$ cat config.mk
export PLATFORM = sky130hd
export DESIGN_NAME = hdcf_cfg
export DESIGN_NICKNAME = d
export VERILOG_FILES = /design/src/rtl/hdcf_pkg.sv /design/src/rtl/hdcf_cfg.sv
export SDC_FILE = /design/constraint.sdc
export NUM_CORES = 1
export LEC_CHECK = 0
export ABC_AREA = 1
export BUFFER_PORTS_ARGS = -buffer_cell sky130_fd_sc_hd__buf_2
export CAP_MARGIN = 30
export CORE_MARGIN = 1.5
export CORE_UTILIZATION = 46
export CTS_BUF_LIST = sky130_fd_sc_hd__clkbuf_16
export CTS_CLUSTER_SIZE = 14
export DETAILED_ROUTE_END_ITERATION = 16
export HOLD_SLACK_MARGIN = 0.03
export PLACE_DENSITY = 0.77
export SETUP_SLACK_MARGIN = 0.05
export SLEW_MARGIN = 0
export SYNTH_ARGS = -nofsm -noshare
export SYNTH_HDL_FRONTEND = slang
export SYNTH_SLANG_ARGS = --single-unit
$ cat constraint.sdc
create_clock -name clk -period 0.9 [get_ports clk]
set_input_delay 0.135 -clock clk [delete_from_list [all_inputs] [get_ports clk]]
set_output_delay 0.135 -clock clk [all_outputs]
set_load 0.01 [all_outputs]
$ cat src/rtl/hdcf_pkg.sv
// ----------------------------------------------------------------------------
// hdcf_pkg
// shared constants and types of the hot and dead channel finder
// ----------------------------------------------------------------------------
package hdcf_pkg;

  localparam int NumChannelsDef = 24576;
  localparam int BlockSizeDef   = 64;
  localparam int SectorSizeDef  = 384;
  localparam int CountBitsDef   = 20;

  localparam int ChannelW  = 15;
  localparam int EnergyW   = 18;
  localparam int FractionW = 16;
  localparam int CfgAddrW  = 3;
  localparam int CfgDataW  = 18;

  typedef enum logic [1:0] {
    KIND_SAMPLE   = 2'd0,
    KIND_END_EVT  = 2'd1,
    KIND_EVALUATE = 2'd2,
    KIND_CLEAR    = 2'd3
  } kind_t;

  localparam logic [CfgAddrW-1:0] REG_THR0  = 3'd0;
  localparam logic [CfgAddrW-1:0] REG_THR1  = 3'd1;
  localparam logic [CfgAddrW-1:0] REG_FRAC0 = 3'd2;
  localparam logic [CfgAddrW-1:0] REG_FRAC1 = 3'd3;
  localparam logic [CfgAddrW-1:0] REG_FRACR = 3'd4;

  typedef struct packed {
    logic [ChannelW-1:0] channel;
    logic                hot_now;
    logic                dead_now;
    logic                block_hot;
    logic                sector_hot;
    logic                ever_hot;
    logic                ever_dead;
    logic                any_region_hot;
  } result_t;

  typedef struct packed {
    logic signed [EnergyW-1:0] thr0;
    logic signed [EnergyW-1:0] thr1;
    logic [FractionW-1:0]      frac0;
    logic [FractionW-1:0]      frac1;
    logic [FractionW-1:0]      fracr;
  } cfg_t;

endpackage

$ cat src/rtl/hdcf_cfg.sv
// ----------------------------------------------------------------------------
// hdcf_cfg
// configuration register file
// ----------------------------------------------------------------------------
module hdcf_cfg (
  input  logic                          clk,
  input  logic                          rst,
  input  logic                          wr_en,
  input  logic [hdcf_pkg::CfgAddrW-1:0] wr_index,
  input  logic [hdcf_pkg::CfgDataW-1:0] wr_data,
  output hdcf_pkg::cfg_t                cfg
);
  import hdcf_pkg::*;

  always_ff @(posedge clk) begin
    if (rst) begin
      cfg.thr0  <= '0;
      cfg.thr1  <= '0;
      cfg.frac0 <= 16'h8000;
      cfg.frac1 <= 16'h8000;
      cfg.fracr <= 16'h8000;
    end else if (wr_en) begin
      case (wr_index)
        REG_THR0:  cfg.thr0  <= wr_data;
        REG_THR1:  cfg.thr1  <= wr_data;
        REG_FRAC0: cfg.frac0 <= wr_data[FractionW-1:0];
        REG_FRAC1: cfg.frac1 <= wr_data[FractionW-1:0];
        REG_FRACR: cfg.fracr <= wr_data[FractionW-1:0];
        default: ;
      endcase
    end
  end
endmodule

==> results.cfg <==
[floorplan]
fp.dieW_um = 89.17
core_area_um2 = 7214
die_y_um = 89.17
die-area_um2 = 7951
ioPinCount = 108
rows = 31
start_util = 0.4735

[route]
avgRoutedWirePerCell_um = 14.15
ant_nets = 0
drc = 0
wl_um = 10070
drt-initial-drc-count = 209
vias_per_cell = 4.941
drtPass1Iterations = 4
via_count = 3518

[sta]
fin_setup_tns_ns = -0.6116
setup_ws_ns = -0.03504
hold_violations = 0
fin_skew_ns = 0
hold-worst-slack_ns = 0.09398
slew_headroom = 0.8234
rsz0062_at_grt = yes
period_share = 1.039
layout_min_cycle_time_ns = 0.9350
setup_viol = 76
fmax_mhz = 1069
slew_viol_final = 0
worst_slew_pin_slew_ns = 0.2646

[cells_and_area]
fill_cells = 542
final-seq-area_um2 = 1787
final_area_um2 = 5219
area_growth_pct = 52.78
nets = 633
top_regs = cfg: 84 flops
regMostFlops = cfg
largest_register_ffs = 84
multi_input_area_um2 = 1485
antenna_cells = 0
final_layout_size_suffix_gt1_frac = 0.4127
fin_util = 0.7234
final_cells = 712

[synthesis]
netlist_area_um2 = 3416
avgSynthCellArea_um2 = 7.028
ys_ff_latch = 84
yosys_warnings = 0
syn_nets = 510
ys_seq_area_frac = 0.4923
synthesis.instances = 486
synthDistinctLibCells = 14

[placed_design]
dpl_worst_slack_ns = -0.1233
dp_hpwl_um = 6460
placed_area_um2 = 4270
io_buffers = 107
gp_congestion = 0.7919
post-place-cells = 689

[critical_path]
path_delay_family = flip-flops
startpoint_type = register
crit_type = register to output port
arrival_ns = 0.80
critical-path-max-stage-delay_ns = 0.36
worst_ep_required_time_ns = 0.76
cpMaxStageDelayCell = dfxtp_2
r2r_start = cfg[45]
end_kind = output port
cp_max_fo = 2
path_cells = buf_6
crit_start = cfg[81]
crit_buf_inv = 1

[clock_tree]
cts-htree-levels = 3
cts_tree = done
cts.sinks = 84
path_clk_slew_ns = 0.06
numCtsBuffers = 9
clk_latency_ns = 0.33
clockBufferDepth = 2
cts_root_buf = clkbuf_16

[global_routing]
grt_pass1_vias = 3314
grt_overflow_total = 0
antenna_found_initial = 0
grt_use_total = 0.2609
grt_pass1_wl_um = 15780
grt_max_degree = 44

[min_path]
holdCritStartpoint = wr_data[15]
hold_path.class = primary input to register

[pwr]
p_leak_nw = 2.405
peakVddDrop_uv = 1086
p_total_mw = 8.432
powerDensity_nw_per_um2 = 1616

[job]
drv_cap = 0

[status]
status = finished, violations left
violations = setup timing
==> cell usage in the layout (no fill, tap or decap) <==
cell | synthesis | routed
buf_6 | 1 | 84
o21ai_0 | 2 | 2
buf_2 | 9 | 23
buf_12 | 0 | 13
inv_1 | 23 | 22
clkinvlp_4 | 0 | 1
nand2_1 | 90 | 90
nand2_2 | 2 | 2
nor2_4 | 7 | 8
clkbuf_16 | 0 | 9
dfxtp_2 | 0 | 84
nor2_2 | 0 | 1
inv_2 | 2 | 3
buf_4 | 11 | 20
nor2_1 | 164 | 162
nand3_1 | 84 | 84
clkinv_2 | 0 | 5
==> final timing paths <==
kind | endpoint | slack [ns] | depth (start not counted)
max | cfg[81] | -0.04 | 1
min | cfg[47] | 0.09 | 3
max reg2reg | cfg[45] | 0.08 | 4
min reg2reg | cfg[27] | 0.48 | 2
==> worst register-to-register path, cell delays in order (launching register included) <==
cell and delay, ns:
dfxtp_2 0.32, buf_4 0.13, buf_4 0.12, nor2_1 0.09, nor2_1 0.06
==> final cells by class <==
class	instances	share of cell area
repair buffers	140	0.2819
clock buffers	9	0.04316
flip-flops and latches	84	0.3424
inverters	25	0.01798
well taps	99	0.02374
clock inverters	6	0.006234
multi-input cells	349	0.2846
==> cell usage after synthesis <==
| cell type | count | area share |
|---|---|---|
| dfxtp_1 | 84 | 0.49 |
| nand2_2 | 2 | 0.0037 |
| nand3_1 | 84 | 0.12 |
| o21ai_0 | 2 | 0.0029 |
| buf_2 | 9 | 0.013 |
| inv_1 | 23 | 0.025 |
| nor2_4 | 7 | 0.023 |
| inv_2 | 2 | 0.0022 |
| nor2_1 | 164 | 0.18 |
| nand2_1 | 90 | 0.099 |
| buf_1 | 4 | 0.0044 |
| buf_4 | 11 | 0.024 |
| buf_6 | 1 | 0.0033 |
| clkbuf_1 | 3 | 0.0033 |
==> layer usage <==
| metal | wire, um | GRT usage | share of wire |
|---|---|---|---|
| met5 | 0 | 0 | 0 |
| met4 | 140 | 0.08671 | 0.014 |
| met3 | 715 | 0.05725 | 0.071 |
| met2 | 5112 | 0.4586 | 0.51 |
| met1 | 4105 | 0.3164 | 0.41 |
==> where the power goes <==
group	switching [mW]	leakage (nW)	internal [mW]	total, mW
Sequential	0.101	0.719	3.88	3.98
Clock	1.44	0.131	1.83	3.26
Combinational	0.629	1.56	0.564	1.19
Total	2.17	2.40	6.27	8.43
==> what timing repair did <==
action                     CTS  global route
setup buffers                5             3
gates resized for setup    168             0
hold buffers                 0             0
setup endpoints to repair   84            84
==> logic make-up (layout without fill, tap and decap cells) <==
| logic type | after synthesis | after routing | share of synthesized area |
|---|---|---|---|
| simple gates | 347 | 347 | 0.4289 |
| flops | 84 | 84 | 0.4923 |
| buf+inv | 53 | 180 | 0.07582 |
| compound gates | 2 | 2 | 0.002931 |
(Power assumes the default switching activity.)
