`src/rtl/hdcf_counter_ram.sv`:
```
// ----------------------------------------------------------------------------
// hdcf_counter_ram
// single-port-write, one-read synchronous counter memory with epoch tags
// ----------------------------------------------------------------------------
module hdcf_counter_ram #(
  parameter int DEPTH = 64,
  parameter int WIDTH = 20,
  parameter int AW    = (DEPTH > 1) ? $clog2(DEPTH) : 1
) (
  input  logic             clk,
  input  logic             rd_en,
  input  logic [AW-1:0]    rd_addr,
  output logic [WIDTH-1:0] rd_data,
  input  logic             wr_en,
  input  logic [AW-1:0]    wr_addr,
  input  logic [WIDTH-1:0] wr_data
);
  logic [WIDTH-1:0] mem [DEPTH];

  always_ff @(posedge clk) begin
    if (wr_en) mem[wr_addr] <= wr_data;
    if (rd_en) rd_data <= mem[rd_addr];
  end
endmodule

```
`config.mk`:
```
export PLATFORM = sky130hd
export DESIGN_NAME = hdcf_counter_ram
export DESIGN_NICKNAME = d
export VERILOG_FILES = /design/src/rtl/hdcf_counter_ram.sv
export SDC_FILE = /design/constraint.sdc
export NUM_CORES = 1
export LEC_CHECK = 0
export BUFFER_PORTS_ARGS = -buffer_cell sky130_fd_sc_hd__buf_2
export CAP_MARGIN = 10
export CELL_PAD_IN_SITES_DETAIL_PLACEMENT = 0
export CELL_PAD_IN_SITES_GLOBAL_PLACEMENT = 1
export CORE_ASPECT_RATIO = 2
export CORE_MARGIN = 1
export CORE_UTILIZATION = 30
export CTS_BUF_LIST = sky130_fd_sc_hd__clkbuf_8 sky130_fd_sc_hd__clkbuf_16
export DETAILED_ROUTE_END_ITERATION = 10
export GPL_TIMING_DRIVEN = 1
export PLACE_DENSITY = 0.57
export SLEW_MARGIN = 20
export SYNTH_ARGS = -nofsm -noshare
export SYNTH_HDL_FRONTEND = slang
export SYNTH_SLANG_ARGS = --single-unit
```
`constraint.sdc`:
```
create_clock -name clk -period 2.9 [get_ports clk]
set_input_delay 0.145 -clock clk [delete_from_list [all_inputs] [get_ports clk]]
set_output_delay 0.145 -clock clk [all_outputs]
set_load 0.1 [all_outputs]
```
==> results of run 1 <==
-- cell usage after synthesis --
| master | number | area, um2 |
|---|---|---|
| edfxtp_1 | 1300 | 39000 |
| o22a_1 | 2 | 17.5 |
| mux2_2 | 6 | 67.6 |
| or2_2 | 1 | 6.26 |
| a311oi_1 | 2 | 17.5 |
| o21ai_0 | 32 | 160 |
| a22oi_1 | 64 | 480 |
| mux4_2 | 264 | 5950 |
| nand4_1 | 2 | 12.5 |
| or3_1 | 2 | 12.5 |
| and3_1 | 16 | 100 |
| nand3b_1 | 4 | 30.0 |
| nand2b_1 | 6 | 37.5 |
| nor3_1 | 6 | 30.0 |
| or3b_2 | 2 | 17.5 |
| mux2i_1 | 184 | 1840 |
| a21o_1 | 15 | 113 |
| a31oi_1 | 32 | 200 |
| nor2_1 | 74 | 278 |
| nor2b_1 | 7 | 43.8 |
| nand2_1 | 12 | 45.0 |
| buf_2 | 48 | 240 |
| o31ai_1 | 15 | 113 |
| clkbuf_1 | 49 | 184 |
| and2_1 | 1 | 6.26 |
| a21oi_1 | 3 | 15.0 |
| a31o_2 | 1 | 8.76 |
| a211oi_1 | 2 | 15.0 |
| buf_6 | 7 | 78.8 |
| buf_1 | 2 | 7.51 |
| nand4b_1 | 1 | 8.76 |
| buf_4 | 22 | 165 |
| o22ai_1 | 52 | 325 |
| nand3_1 | 6 | 30.0 |
| inv_1 | 1 | 3.75 |
-- flip-flops by register name, indices dropped and copies added, names as in the netlist --
name     flops
rd_data     20
mem       1280
-- cell families (layout without fill, tap and decap cells) --
kind of cell / after synthesis / in the layout
flip-flops: 1300 / 1300
multiplexers: 454 / 454
AO/OA/AOI/OAI: 220 / 220
AND/OR/NAND/NOR: 140 / 140
buffers and inverters: 129 / 473
other: 0 / 36
-- stage by stage --
| stage | hold WS (ps) | worst slack, ps | power [W] | TNS (ps) |
|---|---|---|---|---|
| 3_3_place_gp | 602 | -588 | 0.0237 | -1620 |
| 2_1_floorplan | 244 | 413 | 0.0225 | 0 |
| 6_report | 15.6 | 236 | 0.0382 | 0 |
| 4_1_cts | 3.83 | 116 | 0.0386 | 0 |
| 5_1_grt | 27.9 | 202 | 0.0392 | 0 |
| 3_5_place_dp | 607 | -252 | 0.0237 | -642 |
-- cell type report --
type	instances	share of cell area, %
flip-flops and latches	1300	67.3
clock buffers	105	4.53
clock inverters	78	1.55
well taps	2120	4.57
multi-input cells	814	17.6
diodes	36	0.155
repair buffers	289	4.36
inverters	1	0.00647
-- worst paths after layout --
path | slack [ps] | end | cells after the start
setup / recovery | 240 | rd_data[8] | 5
hold / removal | 20 | mem[45][15] | 1
setup reg to reg | 240 | rd_data[8] | 5
hold reg to reg | 870 | rd_data[18] | 4
-- timing repair --
item | in CTS | in global routing
setup endpoints to repair | 0 | 0
endpoints found under the hold margin | 56 | 0
hold buffers | 5 | 0
-- power by group --
part / internal, W / total [W] / switching (W) / leakage (nW)
clock: 0.00843 / 0.0150 / 0.00655 / 1.78
combinational: 0.000822 / 0.00237 / 0.00154 / 5.01
sequential: 0.0208 / 0.0209 / 0.0000456 / 11.7
-- worst reg2reg max path, cell delays in order, from the launching register on --
cell      delay [ps]
edfxtp_1         370
mux4_2           460
mux2i_1          790
a21o_1           330
o31ai_1          200
and3_1           290
-- layer usage --
| metal | vias to the layer above | track usage, % | share of wire [%] |
|---|---|---|---|
| met5 | - | 0 | 0.053 |
| met4 | 14 | 8.85 | 5.6 |
| met3 | 203 | 1.89 | 3.6 |
| met2 | 534 | 32.1 | 57 |
| met1 | 12900 | 17.3 | 34 |
| li1 | 10000 | - | - |
==> flow_metrics.tcl, run 1 <==
set metrics [dict create \
    power_leakage_nw 18.5 \
    place_inst 4519 \
    synth_top_family_by_area "multiplexers" \
    setup.worst_path.start_class "register" \
    dp_hpwl_um 91000 \
    synthSimpleGateAreaFrac_pct 1.32 \
    crit_family "multiplexers" \
    final_cells 4743 \
    initial_core_util_pct 30.3 \
    maxCapViolCount 0 \
    drc_errors 0 \
    grt_max_degree 65 \
    cp-end-kind "register" \
    rows 210 \
    gp_congestion 0.789 \
    nets 2544 \
    finalInstanceArea_mm2 0.0580 \
    first_pass_iters 6 \
    cts_buffer_depth 3 \
    synth_xor_area_share_pct 0 \
    setup_viol 0 \
    fill_cells 15100 \
    worstPathCellList "mux4_2 > mux2i_1 > a21o_1 > o31ai_1 > and3_1" \
    yosysSeqAreaShare_pct 78.6 \
    grt.total_usage_pct 16.7 \
    syn-mean-instance-area_um2 22.2 \
    fp.dieArea_mm2 0.167 \
    grt.overflow.total 0 \
    crit_start "mem[34][8]" \
    netlist-cell-type-count 35 \
    layout_common_cells "edfxtp_1 (1,300), mux4_2 (264), buf_4 (198), mux2i_1 (184), clkbuf_16 (105)" \
    min-delay-start "wr_data[15]" \
    synth_fp_nets 2278 \
    root_buffer "clkbuf_16" \
    vias 23700 \
    placed_area_mm2 0.0543 \
    die_x_um 290 \
    cts_buffers 103 \
    slowest_delay_ps 790 \
    hold_violations 0 \
    required_ps 3330 \
    io_pins 55 \
    grt_pass1_vias 25200 \
    rsz0062_at_grt "no" \
    final_antenna_net_count 0 \
    die_h_um 578 \
    synthMuxAreaShare_pct 15.8 \
    io_buffers 54 \
    grt_pass1_wl_um 194000 \
    vias_per_cell 4.99 \
    worstSetupPathType "register to register" \
    grt_antenna_before_repair 20 \
    core_mm2 0.164 \
    cts_tree "done" \
    cts-resized-gates 0 \
    synth_fa_ha_area_share_pct 0 \
    status "finished clean" \
    yosys_warnings 0 \
    netlist_instances 2243 \
    cts_max_level 3 \
    synth_compound_gate_area_share_pct 2.95 \
    crit_fanout 1 \
    cts_setup_buffers 0 \
    drtIter0Drc 1793 \
    multi_input_area_mm2 0.0102 \
    path_clk_slew_ps 70 \
    worstReg2RegStart "mem[34][8]" \
    ir_drop_mv 0.474 \
    ys_ff_latch 1300 \
    layout-drive-gt1-share_pct 30.0 \
    path_buf_inv 0 \
    clock_latency_ps 680 \
    slowest_stage "mux2i_1" \
    cts_sinks 1300 \
    syn2layout_area_growth_pct 16.8 \
    tightest_slew_ps 1140 \
    fin_worst_skew_ps 20.1 \
    fin_crit_sh_pct 91.9 \
    finalMaxSlewViolations 0 \
    period_minus_slack_ps 2660 \
    clock.fmax_ghz 0.375 \
    p_per_area_mw_per_mm2 659 \
    postLayoutCoreUtil_pct 35.4 \
    worstHoldPathType "primary input to register" \
    slew_headroom_pct 24.2 \
    seqCellArea_mm2 0.0390 \
    finalWirelength_um 139000 \
    syn_area_mm2 0.0497 \
    wl_per_cell_um 29.2 \
    cp_data_arrival_time_ps 3090 \
    final_common_cell "edfxtp_1" \
]
Note: power is estimated with default switching activity, not from simulation.
==> inputs of run 2 (changes only) <==
--- a/config.mk
+++ b/config.mk
@@ -9,3 +9,3 @@
 export CAP_MARGIN = 10
-export CELL_PAD_IN_SITES_DETAIL_PLACEMENT = 0
+export CELL_PAD_IN_SITES_DETAIL_PLACEMENT = 1
 export CELL_PAD_IN_SITES_GLOBAL_PLACEMENT = 1
==> constraint.sdc (replaced) <==
create_clock -name clk -period 2.9 [get_ports clk]
set_input_delay 0.29 -clock clk [delete_from_list [all_inputs] [get_ports clk]]
set_output_delay 0.29 -clock clk [all_outputs]
set_load 0.1 [all_outputs]
==> flow_metrics.tcl, run 2 (same netlist as run 1, synthesis figures left out) <==
set metrics [dict create \
    status "finished clean" \
    path_buf_inv 0 \
    clock_latency_ps 690 \
    r2r-end "rd_data[1]" \
    final_antenna_net_count 0 \
    dp_hpwl_um 96700 \
    layout-drive-gt1-share_pct 30.4 \
    worstReg2RegStart "mem[14][1]" \
    reg_top3 "mem x1280, rd_data x20" \
    cts_tree "done" \
    grt_pass1_vias 26200 \
    postLayoutCoreUtil_pct 35.4 \
    hold_violations 0 \
    slowest_stage "nor2_1" \
    multi_input_area_mm2 0.0102 \
    rows 210 \
    seqCellArea_mm2 0.0390 \
    setup.worst_path.start_class "register" \
    gp_congestion 0.811 \
    clock.fmax_ghz 0.437 \
    cts_buffers 102 \
    totalPowerFinal_w 0.0380 \
    crit_fanout 1 \
    worstSetupPathType "register to register" \
    vias 23900 \
    hold-path-cell-count 1 \
    regMostFlops "mem" \
    cp_data_arrival_time_ps 2710 \
    io_buffers 54 \
    wl_per_cell_um 31.1 \
    crit_top_cell "mux4_2" \
    ir_drop_mv 0.439 \
    fin_worst_skew_ps 13.4 \
    drc_errors 0 \
    die_x_um 290 \
    fin_crit_sh_pct 79.0 \
    r2r_cells 4 \
    drtIter0Drc 1811 \
    worstHoldPathType "primary input to register" \
    grt_antenna_before_repair 19 \
    fp.dieArea_mm2 0.167 \
    grt.overflow.total 0 \
    cts_buffer_depth 3 \
    core_mm2 0.164 \
    syn2layout_area_growth_pct 16.6 \
    worstPathCellList "mux4_2 > mux4_2 > nor2_1 > nor3_1" \
    p_per_area_mw_per_mm2 655 \
    cts-resized-gates 0 \
    cts_sinks 1300 \
    maxCapViolCount 0 \
    die_h_um 578 \
    r2r_setup_slack_ps 610 \
    grt_max_degree 65 \
    finalMaxSlewViolations 0 \
    slowest_delay_ps 530 \
    nets 2548 \
    initial_core_util_pct 30.3 \
    slew_headroom_pct 28.8 \
    io_pins 55 \
    largest_reg_flops 1280 \
    fill_cells 16100 \
    root_buffer "clkbuf_16" \
    required_ps 3320 \
    path_clk_slew_ps 70 \
    finalWirelength_um 147000 \
    vias_per_cell 5.05 \
    power_leakage_nw 18.4 \
    min-delay-start "wr_data[9]" \
    first_pass_iters 5 \
    tightest_slew_ps 1070 \
    period_minus_slack_ps 2290 \
    rsz0062_at_grt "no" \
    timing.hold.ws_ps 45.9 \
    grt.total_usage_pct 17.7 \
    final_common_cell "edfxtp_1" \
    cts_max_level 3 \
    layout_common_cells "edfxtp_1 (1,300), mux4_2 (264), buf_4 (205), mux2i_1 (184), clkbuf_16 (105)" \
    hold_end "mem[44][9]" \
    cp-end-kind "register" \
    setup_viol 0 \
    crit_family "multiplexers" \
    grt_pass1_wl_um 205000 \
]
run 2: per-layer routing:
metal | GRT usage [%] | routed length, um
met1 | 18.0 | 49700
met2 | 33.9 | 82400
met3 | 2.04 | 5080
met4 | 10.9 | 9940
met5 | 0 | 86
run 2: per-stage QoR:
| stage | setup slack, ps | cells | setup TNS [ps] | instance area (um2) |
|---|---|---|---|---|
| 3_5_place_dp | -98.5 | 4527 | -146 | 54400 |
| 6_report | 609 | 4739 | 0 | 58000 |
| 2_1_floorplan | 268 | 2243 | 0 | 49700 |
| 3_3_place_gp | -94.0 | 4527 | -151 | 54400 |
| 4_1_cts | 587 | 4715 | 0 | 57900 |
| 5_1_grt | 599 | 4735 | 0 | 58000 |
run 2: worst max-delay path by stage:
stage / depth (start not counted) / from / slack [ps] / end
6_report: 4 / mem[14][1] / 610 / rd_data[1]
5_1_grt: 6 / mem[50][16] / 600 / rd_data[16]
4_1_cts: 4 / mem[3][1] / 590 / rd_data[1]
3_5_place_dp: 7 / rd_addr[0] / -100 / rd_data[1]
3_3_place_gp: 7 / rd_addr[0] / -90 / rd_data[1]
2_1_floorplan: 4 / wr_addr[3] / 270 / mem[48][0]
run 2: final cells by class:
class / instances / area share [%]
flip-flops and latches: 1300 / 67.3
multi-input cells: 814 / 17.5
well taps: 2120 / 4.58
clock buffers: 105 / 4.53
repair buffers: 294 / 4.47
clock inverters: 81 / 1.43
diodes: 24 / 0.104
inverters: 1 / 0.00648
run 2: repair_timing:
item                      CTS  global route
hold buffers                2             0
buffers inserted            0             0
hold endpoints to repair    2             0
run 2: report_power, final:
part	internal (W)	switching [W]
sequential	0.0208	0.0000681
combinational	0.000834	0.00156
clock	0.00802	0.00668
total	0.0297	0.00831
